File: config.mk
export PLATFORM = sky130hd
export DESIGN_NAME = plc_timer_five_modes_unit
export DESIGN_NICKNAME = d
export VERILOG_FILES = /design/src/plcf_pkg.sv /design/src/plcf_cfg.sv /design/src/plcf_eval.sv /design/src/plc_timer_five_modes_unit.sv
export SDC_FILE = /design/constraint.sdc
export NUM_CORES = 1
export LEC_CHECK = 0
export BUFFER_PORTS_ARGS = -buffer_cell sky130_fd_sc_hd__buf_2
export CAP_MARGIN = 5
export CORE_ASPECT_RATIO = 0.8
export CORE_UTILIZATION = 31
export CTS_CLUSTER_SIZE = 24
export DETAILED_ROUTE_END_ITERATION = 8
export GPL_TIMING_DRIVEN = 0
export PLACE_DENSITY = 0.46
export SYNTH_ARGS = -nofsm -noshare
export SYNTH_HDL_FRONTEND = slang
export SYNTH_HIERARCHICAL = 1
export SYNTH_SLANG_ARGS = --single-unit
File: constraint.sdc
create_clock -name clk -period 17 [get_ports clk]
set_clock_uncertainty 0.05 [all_clocks]
set_input_delay 4.25 -clock clk [delete_from_list [all_inputs] [get_ports clk]]
set_output_delay 4.25 -clock clk [all_outputs]
set_load 0.05 [all_outputs]
File: src/plcf_pkg.sv
`default_nettype none
package plcf_pkg;

	// Width of the millisecond time base and of the stored start stamp
	localparam int unsigned TimeW   = 32;
	localparam int unsigned PresetW = 32;
	localparam int unsigned ModeW   = 3;
	localparam int unsigned CfgIdxW = 2;
	localparam int unsigned CfgDatW = 32;

	// Timer mode codes
	typedef enum logic [ModeW-1:0] {
		MODE_PULSE    = 3'd0,
		MODE_EXTENDED = 3'd1,
		MODE_ON_DELAY = 3'd2,
		MODE_LATCHED  = 3'd3,
		MODE_OFF_DELAY = 3'd4
	} timer_mode_e;

	// Configuration register indexes
	typedef enum logic [CfgIdxW-1:0] {
		REG_TIMER_MODE = 2'd0,
		REG_PRESET_MS  = 2'd1
	} cfg_reg_e;

	// Configuration seen by the evaluation logic
	typedef struct packed {
		logic [ModeW-1:0]   mode;
		logic [PresetW-1:0] preset;
	} cfg_t;

	// Timer state kept between items
	typedef struct packed {
		logic             active;
		logic [TimeW-1:0] stamp;
	} tmr_state_t;

endpackage : plcf_pkg
`default_nettype wire

File: src/plcf_cfg.sv
`default_nettype none
module plcf_cfg (
	input  wire logic                         clk,
	input  wire logic                         arst_n,
	input  wire logic                         cfg_valid,
	output logic                              cfg_ready,
	input  wire logic [plcf_pkg::CfgIdxW-1:0] cfg_index,
	input  wire logic [plcf_pkg::CfgDatW-1:0] cfg_data,
	output plcf_pkg::cfg_t                    cfg
);
	import plcf_pkg::*;

	logic [ModeW-1:0]   mode_q;
	logic [PresetW-1:0] preset_q;

	// Writes land directly in the registers, so the port never stalls
	assign cfg_ready = 1'b1;

	// Write the addressed register; drop writes beyond the register list
	always_ff @(posedge clk or negedge arst_n) begin
		if (!arst_n) begin
			mode_q   <= '0;
			preset_q <= '0;
		end else if (cfg_valid) begin
			case (cfg_index)
				REG_TIMER_MODE: mode_q   <= cfg_data[ModeW-1:0];
				REG_PRESET_MS:  preset_q <= cfg_data[PresetW-1:0];
				default: ;
			endcase
		end
	end

	assign cfg.mode   = mode_q;
	assign cfg.preset = preset_q;

endmodule : plcf_cfg
`default_nettype wire

File: src/plcf_eval.sv
`default_nettype none
module plcf_eval (
	input  wire plcf_pkg::cfg_t             cfg,
	input  wire plcf_pkg::tmr_state_t       cur,
	input  wire logic                       start_in,
	input  wire logic                       clear_in,
	input  wire logic [plcf_pkg::TimeW-1:0] now_ms,
	output plcf_pkg::tmr_state_t            nxt,
	output logic                            timer_out
);
	import plcf_pkg::*;

	logic             restamp;
	logic [TimeW-1:0] stamp_use;
	logic [TimeW-1:0] elapsed;
	logic             running;
	logic             act_set;

	// Pick whether this item restarts timing
	always_comb begin
		case (cfg.mode)
			MODE_OFF_DELAY: restamp = start_in;
			MODE_PULSE,
			MODE_EXTENDED,
			MODE_ON_DELAY,
			MODE_LATCHED:   restamp = start_in & ~cur.active;
			default:        restamp = 1'b0;
		endcase
	end

	// Elapsed time wraps with the time base
	assign stamp_use = restamp ? now_ms : cur.stamp;
	assign elapsed   = now_ms - stamp_use;
	assign running   = {{(PresetW-TimeW){1'b0}}, elapsed} < cfg.preset;
	assign act_set   = cur.active | start_in;

	// Apply the mode rules
	always_comb begin
		nxt.stamp  = stamp_use;
		nxt.active = cur.active;
		timer_out  = 1'b0;
		if (clear_in) begin
			nxt.stamp  = cur.stamp;
			nxt.active = 1'b0;
		end else begin
			case (cfg.mode)
				MODE_PULSE: begin
					nxt.active = start_in;
					timer_out  = start_in & running;
				end
				MODE_EXTENDED,
				MODE_ON_DELAY,
				MODE_LATCHED: begin
					if (running) begin
						nxt.active = act_set;
						timer_out  = (cfg.mode == MODE_EXTENDED);
					end else begin
						nxt.active = (!start_in && cfg.mode != MODE_LATCHED) ? 1'b0 : act_set;
						timer_out  = (cfg.mode == MODE_EXTENDED) ? 1'b0 : nxt.active;
					end
				end
				MODE_OFF_DELAY: begin
					nxt.active = running & act_set;
					timer_out  = running & act_set;
				end
				default: begin
					nxt.active = cur.active;
					timer_out  = 1'b0;
				end
			endcase
		end
	end

endmodule : plcf_eval
`default_nettype wire

File: src/plc_timer_five_modes_unit.sv
// An accepted item is held in the input register and moves to the result register when the output is free.
// Throughput: one item per cycle while the output is not stalled; the evaluation is one subtract and compare
// between the input register and the result register.
// A stalled result holds in the output register while one more item waits in the input register.
// Reset (arst_n low) clears the active bit, start stamp, mode, preset and all valid flags.
`default_nettype none
module plc_timer_five_modes_unit (
	input  wire logic                         clk,
	input  wire logic                         arst_n,
	input  wire logic                         cfg_valid,
	output logic                              cfg_ready,
	input  wire logic [plcf_pkg::CfgIdxW-1:0] cfg_index,
	input  wire logic [plcf_pkg::CfgDatW-1:0] cfg_data,
	input  wire logic                         in_valid,
	output logic                              in_ready,
	input  wire logic                         start_in,
	input  wire logic                         clear_in,
	input  wire logic [plcf_pkg::TimeW-1:0]   now_ms,
	output logic                              out_valid,
	input  wire logic                         out_ready,
	output logic                              timer_out
);
	import plcf_pkg::*;

	cfg_t             cfg;
	tmr_state_t       state_q;
	tmr_state_t       state_nxt;
	logic             valid_s1;
	logic             start_s1;
	logic             clear_s1;
	logic [TimeW-1:0] now_s1;
	logic             q_nxt;
	logic             out_valid_q;
	logic             out_q;
	logic             advance;

	plcf_cfg u_cfg (
		.clk       (clk),
		.arst_n    (arst_n),
		.cfg_valid (cfg_valid),
		.cfg_ready (cfg_ready),
		.cfg_index (cfg_index),
		.cfg_data  (cfg_data),
		.cfg       (cfg)
	);

	// Move the item on when the result register is free or being drained
	assign advance  = valid_s1 & (~out_valid_q | out_ready);
	assign in_ready = ~valid_s1 | advance;

	// Input register
	always_ff @(posedge clk or negedge arst_n) begin
		if (!arst_n) begin
			valid_s1 <= 1'b0;
		end else if (in_ready) begin
			valid_s1 <= in_valid;
		end
	end

	always_ff @(posedge clk) begin
		if (in_ready && in_valid) begin
			start_s1 <= start_in;
			clear_s1 <= clear_in;
			now_s1   <= now_ms;
		end
	end

	plcf_eval u_eval (
		.cfg       (cfg),
		.cur       (state_q),
		.start_in  (start_s1),
		.clear_in  (clear_s1),
		.now_ms    (now_s1),
		.nxt       (state_nxt),
		.timer_out (q_nxt)
	);

	// Commit timer state as each item leaves the input register
	always_ff @(posedge clk or negedge arst_n) begin
		if (!arst_n) begin
			state_q <= '0;
		end else if (advance) begin
			state_q <= state_nxt;
		end
	end

	// Result register
	always_ff @(posedge clk or negedge arst_n) begin
		if (!arst_n) begin
			out_valid_q <= 1'b0;
		end else if (advance) begin
			out_valid_q <= 1'b1;
		end else if (out_ready) begin
			out_valid_q <= 1'b0;
		end
	end

	always_ff @(posedge clk) begin
		if (advance) begin
			out_q <= q_nxt;
		end
	end

	assign out_valid = out_valid_q;
	assign timer_out = out_q;

endmodule : plc_timer_five_modes_unit
`default_nettype wire

==> results of run 1 <==
## per-layer routing
| metal | up-vias | global-route usage, % | share of wire, % |
|---|---|---|---|
| li1 | 2699 | - | - |
| met1 | 2620 | 22.3 | 52 |
| met2 | 118 | 23.1 | 43 |
| met3 | 15 | 2.78 | 4.0 |
| met4 | 0 | 4.45 | 1.2 |
| met5 | - | 0 | 0 |
## worst max-delay path by stage
stage,end,start,slack (ns),cells after the start
2_1_floorplan,in_ready,out_ready,7.97,1
3_3_place_gp,in_ready,out_ready,7.96,3
3_5_place_dp,in_ready,out_ready,7.94,3
4_1_cts,in_ready,out_ready,7.94,3
5_1_grt,in_ready,out_ready,7.91,3
6_report,in_ready,out_ready,7.94,3
## worst max-delay path, stage by stage
cell	delay [ns]
buf_2	0.10
nand3b_1	0.17
buf_2	0.23
## sequential cells by signal, summed over array words and instances (netlist names)
| name | flops |
|---|---|
| out_valid | 1 |
| u_cfg/mode_q | 3 |
| timer_out | 1 |
| u_cfg/preset_q | 32 |
| state_q | 33 |
| valid_s1 | 1 |
| now_s1 | 32 |
| clear_s1 | 1 |
| start_s1 | 1 |
## through the flow
step / hold slack, ns / util (%)
after floorplan: 0.414 / -
after global placement: 0.433 / 35.3
after detailed placement: 0.445 / 35.5
after CTS: 0.466 / 36.8
after global routing: 0.471 / 36.8
final: 0.456 / 36.8
## power groups by stage
stage               Clock, W  Combinational [W]  Sequential [W]
floorplan                  0           0.000675        0.000370
global placement           0           0.000846        0.000381
detailed placement         0           0.000861        0.000384
CTS                 0.000221           0.000868        0.000380
global route        0.000230           0.000961        0.000390
finish              0.000210           0.000868        0.000380
## cell families after synthesis
| group | Yosys count |
|---|---|
| DFF | 105 |
| adders and majority gates | 60 |
| other | 1 |
| buffers and inverters | 73 |
| muxes | 123 |
| xor gates and xnor gates | 28 |
| and+or+nand+nor | 138 |
| AOI/OAI and AO/OA | 155 |
## cells in the final DEF, fill, tap and decap left out, types with 9 or more instances in the layout
cell and n:
nand2_1 30, a21oi_1 44, inv_1 50, mux2_4 59, xnor2_1 19, dfrtp_1 70, o21ai_0 17, mux2i_1 24
nand4_1 14, clkbuf_16 10, nor2_1 26, a31oi_1 9, a21o_1 31, ha_1 57, mux2_2 37, nor3_1 9
edfxtp_1 35, clkbuf_1 14, buf_2 77, xor2_1 9
## area by class of cell
cell class	count	share of cell area (%)
clock inverter	2	0.100
clock buffer	14	3.27
tap	312	4.48
inverter	50	2.15
multi-input combinational	505	51.3
sequential	105	32.1
buffer	23	1.59
timing repair buffer	77	4.96
==> qor.yml, run 1 <==
synth:
  synthMuxAreaShare_pct: 20.7
  syn_area_per_cell_um2: 11.1
  synth_cell_type_count: 78
  yosysMostFrequentCell: "dfrtp_1"
  synth_top_area_share_pct: 23.0
  synth_area_um2: 7600
  ys_ff_latch: 105
  yosys-top-cells-count: "70 x dfrtp_1, 59 x mux2_4, 57 x ha_1, 50 x inv_1, 44 x a21oi_1"
  synth_top_cell_by_area: "dfrtp_1"
  yosys_most_used_dff: "dfrtp_1"
  synth-xor-area-share_pct: 3.23
  synthAdderAreaFrac_pct: 9.78
  synthArstFlopShare_pct: 66.7
  synth_edf_count: 35
  synth_compound_gate_area_share_pct: 14.6
  yosys.area_share.simple_pct: 10.4
  yosysWarnings: 6
  ys_seq_area_share_pct: 36.9
  yosys-top-cells-area: "dfrtp_1 23%, edfxtp_1 14%, mux2_4 12%, ha_1 9.4%, mux2_2 5.5%"
  syn_nets: 813
  synthCells: 683
  synth_top_family_by_area: "multiplexers"
route:
  ant_nets: 0
  viasPerCell: 5.01
  dr.pass1.iters: 5
  vias: 5452
  avgRoutedWirePerCell_um: 17.2
  route.detailed.drc: 0
  routed_wl_mm: 18.7
  drt_iter0_markers: 262
grt:
  grt_pass1_vias: 5433
  antenna_found_initial: 0
  grt_max_degree: 55
  track_usage_pct: 15.4
  grt_first_pass_wirelength_mm: 29.7
  grt_overflow: 0
worst_hold_path:
  worstHoldStart: "u_cfg/preset_q[30]$_DFFE_PN0P_"
  min_path_cells: 1
  whs_endpoint: "u_cfg/preset_q[30]$_DFFE_PN0P_"
  hold_path_class: "reg -> reg"
place:
  place_hpwl_mm: 14.4
  preCtsSetupSlack_ns: 7.94
  place_inst: 1072
  gp_congestion: 0.866
  io_buffers: 75
  placedInstanceArea_um2: 8430
setup_path:
  reg2reg_slack_ns: 10.05
  r2r-start: "start_s1$_DFFE_PP_"
  cp-start-kind: "input pin"
  worst-setup-path-type: "in -> out"
  r2r_cells: 23
  required_ns: 12.70
  cp-end-kind: "output pin"
  cp.arrival_ns: 4.76
  crit-reg2reg-capture: "timer_out$_DFFE_PP_"
  path_max_fanout: 3
clock_network:
  cts_sinks: 105
  cts_root_buf: "clkbuf_16"
  htree_levels: 3
  clock_latency_ns: 0.36
  cts-resized-gates: 0
  clockBufferDepth: 2
  cts_tree: "yes"
  postCtsSetupBuffers: 0
  clk_pin_slew_worst_paths_ns: 0.07
  hold_buffers: 0
  cts_buffers: 9
power:
  combinationalPowerShare_pct: 59.5
  vdd_ir_drop_max_uv: 64.7
  pwr-share-seq_pct: 26.1
  power.net_switching_w: 0.000604
  p_per_area_nw_per_um2: 167
  power_leakage_nw: 4.04
  clkPwrFrac_pct: 14.4
  total_power_w: 0.00146
  swShare_pct: 41.4
  cell_internal_pwr_w: 0.000854
floorplan:
  core_area_um2: 23700
  die_area_um2: 25200
  rows: 50
  ioPinCount: 77
  die_w_um: 177
  die_h_um: 142
  start_util_pct: 32.1
finish:
  antenna_cells: 0
  finalNonFillerCells: 1088
  final_area_um2: 8720
  seq_area_um2: 2800
  layout.nets: 901
  drive_above_1_share_pct: 27.8
  multi_input_area_um2: 4470
  area_growth_pct: 14.7
  fillerInstances: 2373
timing:
  period_minus_slack_ns: 9.06
  rsz0062_at_grt: "false"
  fmax_ghz: 0.110
  finalSetupViolations: 0
  finalHoldViolations: 0
  worst_pin_slew_ns: 0.872
  period_share_pct: 53.3
  setup-tns-final_ns: 0
  setup_slack_ns: 7.94
  slew_headroom_pct: 41.9
  slew_violations: 0
job:
  drv_cap: 0
run_status:
  status: "finished, final reports clean"
(Power assumes the default switching activity.)
==> run 2: changes to the inputs <==
ABC_AREA = 1   (was not set)
PLACE_DENSITY = 0.48   (was 0.46)
clock period = 7.7 ns   (was 17 ns; I/O delays follow)
==> run 2 against run 1 <==
Routed wire length increased by 14%; clock-buffer cell count decreased by 5; sequential power increased by 120%; global-route usage increased by 2.1 points; hold slack got worse by 0.030 ns; critical path depth increased by 25; synthesized cell count increased by 60%.
==> qor.yml, run 2 <==
run_status:
  status: "finished, final reports clean"
route:
  dr.pass1.iters: 5
  drt_iter0_markers: 443
  viasPerCell: 4.74
  routed_wl_mm: 21.3
  route.detailed.drc: 0
  avgRoutedWirePerCell_um: 14.2
  ant_nets: 0
  vias: 7105
finish:
  drive_above_1_share_pct: 11.9
  largest_reg_flops: 33
  largestRegisters: "state_q (33), now_s1 (32), u_cfg/preset_q (32)"
  multi_input_area_um2: 4140
  final_area_um2: 8850
  seq_area_um2: 2800
  layout.nets: 1306
  largest_register: "state_q"
  fillerInstances: 2704
  final_common_cell: "nand2_1"
  antenna_cells: 0
  final_cell_mix: "351 x nand2_1, 145 x inv_1, 84 x buf_2"
  area_growth_pct: 14.5
  finalNonFillerCells: 1499
place:
  gp_congestion: 0.836
  place_hpwl_mm: 17.3
  placedInstanceArea_um2: 8540
  io_buffers: 73
  place_inst: 1483
grt:
  grt_first_pass_wirelength_mm: 34.3
  track_usage_pct: 17.5
  grt_overflow: 0
  antenna_found_initial: 0
  grt_pass1_vias: 6617
  grt_max_degree: 37
floorplan:
  core_area_um2: 24400
  die_w_um: 178
  rows: 51
  die_area_um2: 25600
  die_h_um: 143
  ioPinCount: 77
  start_util_pct: 31.7
power:
  swShare_pct: 47.2
  power_leakage_nw: 4.61
  cell_internal_pwr_w: 0.00161
  combinationalPowerShare_pct: 56.3
  pwr-share-seq_pct: 27.4
  p_per_area_nw_per_um2: 344
  power.net_switching_w: 0.00143
  vdd_ir_drop_max_uv: 125
  clkPwrFrac_pct: 16.3
clock_network:
  cts-resized-gates: 0
  cts_tree: "yes"
  cts_root_buf: "clkbuf_16"
  htree_levels: 3
  cts_buffers: 9
  cts_sinks: 105
  clock_latency_ns: 0.38
  hold_buffers: 0
  postCtsSetupBuffers: 0
  clockBufferDepth: 2
  clk_pin_slew_worst_paths_ns: 0.07
setup_path:
  cp.arrival_ns: 5.18
  path_max_fanout: 10
  critPathMaxStageDelay_ns: 0.47
  worst-setup-path-type: "reg -> reg"
  required_ns: 7.78
  path_common_cell: "nand2_1"
  cp-start-kind: "flip-flop"
  slowest_stage: "clkbuf_1"
  cp-end-kind: "flip-flop"
synth:
  yosys-top-cells-area: "dfrtp_1 23%, nand2_1 17%, edfxtp_1 14%, ha_1 9.2%, inv_1 7.0%"
  syn_nets: 1220
  syn_area_per_cell_um2: 7.09
  yosys_most_used_dff: "dfrtp_1"
  synth_top_cell_by_area: "dfrtp_1"
  synth_cell_type_count: 39
  synthCells: 1090
  synth_area_um2: 7720
  yosysWarnings: 6
  yosys-top-cells-count: "351 x nand2_1, 145 x inv_1, 76 x a21oi_1, 76 x nand3_1, 75 x nor2_1"
  yosysMostFrequentCell: "nand2_1"
  synth_edf_count: 35
  synth_top_area_share_pct: 22.7
  ys_seq_area_share_pct: 36.3
  synthArstFlopShare_pct: 66.7
  ys_ff_latch: 105
worst_hold_path:
  hold_path_class: "reg -> reg"
timing:
  slew_headroom_pct: 58.5
  rsz0062_at_grt: "false"
  finalSetupViolations: 0
  worst_pin_slew_ns: 0.623
  fin_hold_ws_ns: 0.426
  slew_violations: 0
  setup-tns-final_ns: 0
  finalHoldViolations: 0
  period_minus_slack_ns: 5.10
  period_share_pct: 66.2
  fmax_ghz: 0.196
job:
  drv_cap: 0
## run 2: final timing paths
path	end	cells after the start	slack, ns	from
min	u_cfg/preset_q[22]$_DFFE_PN0P_	2	0.43	u_cfg/preset_q[22]$_DFFE_PN0P_
max reg2reg	timer_out$_DFFE_PP_	28	2.60	u_cfg/mode_q[1]$_DFFE_PN0P_
max in group asynchronous	state_q[26]$_DFFE_PN0P_	2	5.56	arst_n
max	timer_out$_DFFE_PP_	28	2.60	u_cfg/mode_q[1]$_DFFE_PN0P_
min reg2reg	u_cfg/preset_q[22]$_DFFE_PN0P_	2	0.43	u_cfg/preset_q[22]$_DFFE_PN0P_
min in group asynchronous	u_cfg/mode_q[1]$_DFFE_PN0P_	1	1.45	arst_n
## run 2: layout make-up
class | count | share of cell area, %
multi-input combinational | 800 | 46.8
sequential | 105 | 31.7
buffer | 37 | 2.59
clock buffer | 9 | 2.55
tap | 318 | 4.50
inverter | 148 | 6.28
timing repair buffer | 75 | 4.69
clock inverter | 7 | 0.962
## run 2: cell families after synthesis
group                    Yosys count  synth area share (%)
AND/OR/NAND/NOR                  570                  31.6
buffers and inverters            185                  10.2
AO/OA/AOI/OAI                    156                  10.9
flip-flops                       105                  36.3
adder cells (fa/ha/maj)           57                  9.23
XOR/XNOR                          16                  1.81
other                              1                0.0485
## run 2: metal layers
| layer | vias up | routed length (um) | global-route usage, % |
|---|---|---|---|
| met4 | 0 | 179 | 3.97 |
| met1 | 3271 | 10900 | 25.0 |
| met3 | 13 | 802 | 2.90 |
| li1 | 3713 | - | - |
| met5 | - | 0 | 0 |
| met2 | 108 | 9390 | 27.2 |
## run 2: power groups by stage
stage,Clock (W),Sequential [W],Combinational [W]
2_1_floorplan,0,0.000815,0.00129
3_3_place_gp,0,0.000843,0.00169
3_5_place_dp,0,0.000842,0.00172
4_1_cts,0.000514,0.000833,0.00173
5_1_grt,0.000534,0.000850,0.00199
6_report,0.000497,0.000832,0.00171
## run 2: through the flow
stage                     utilization, %  total power [W]  worst slack, ns
after floorplan                        -          0.00210             3.33
after global placement              34.8          0.00254             2.56
after detailed placement            35.0          0.00257             2.56
after CTS                           36.3          0.00308             2.52
after global routing                36.3          0.00337             1.99
final                               36.3          0.00304             2.60
## run 2: worst max-delay path: cells and delay by family (launching register included)
kind | cells | cell delay [ns]
AO/OA/AOI/OAI | 10 | 1.68
AND/OR/NAND/NOR | 12 | 1.31
buffers and inverters | 4 | 0.76
adder cells (fa/ha/maj) | 2 | 0.60
flip-flops | 1 | 0.43
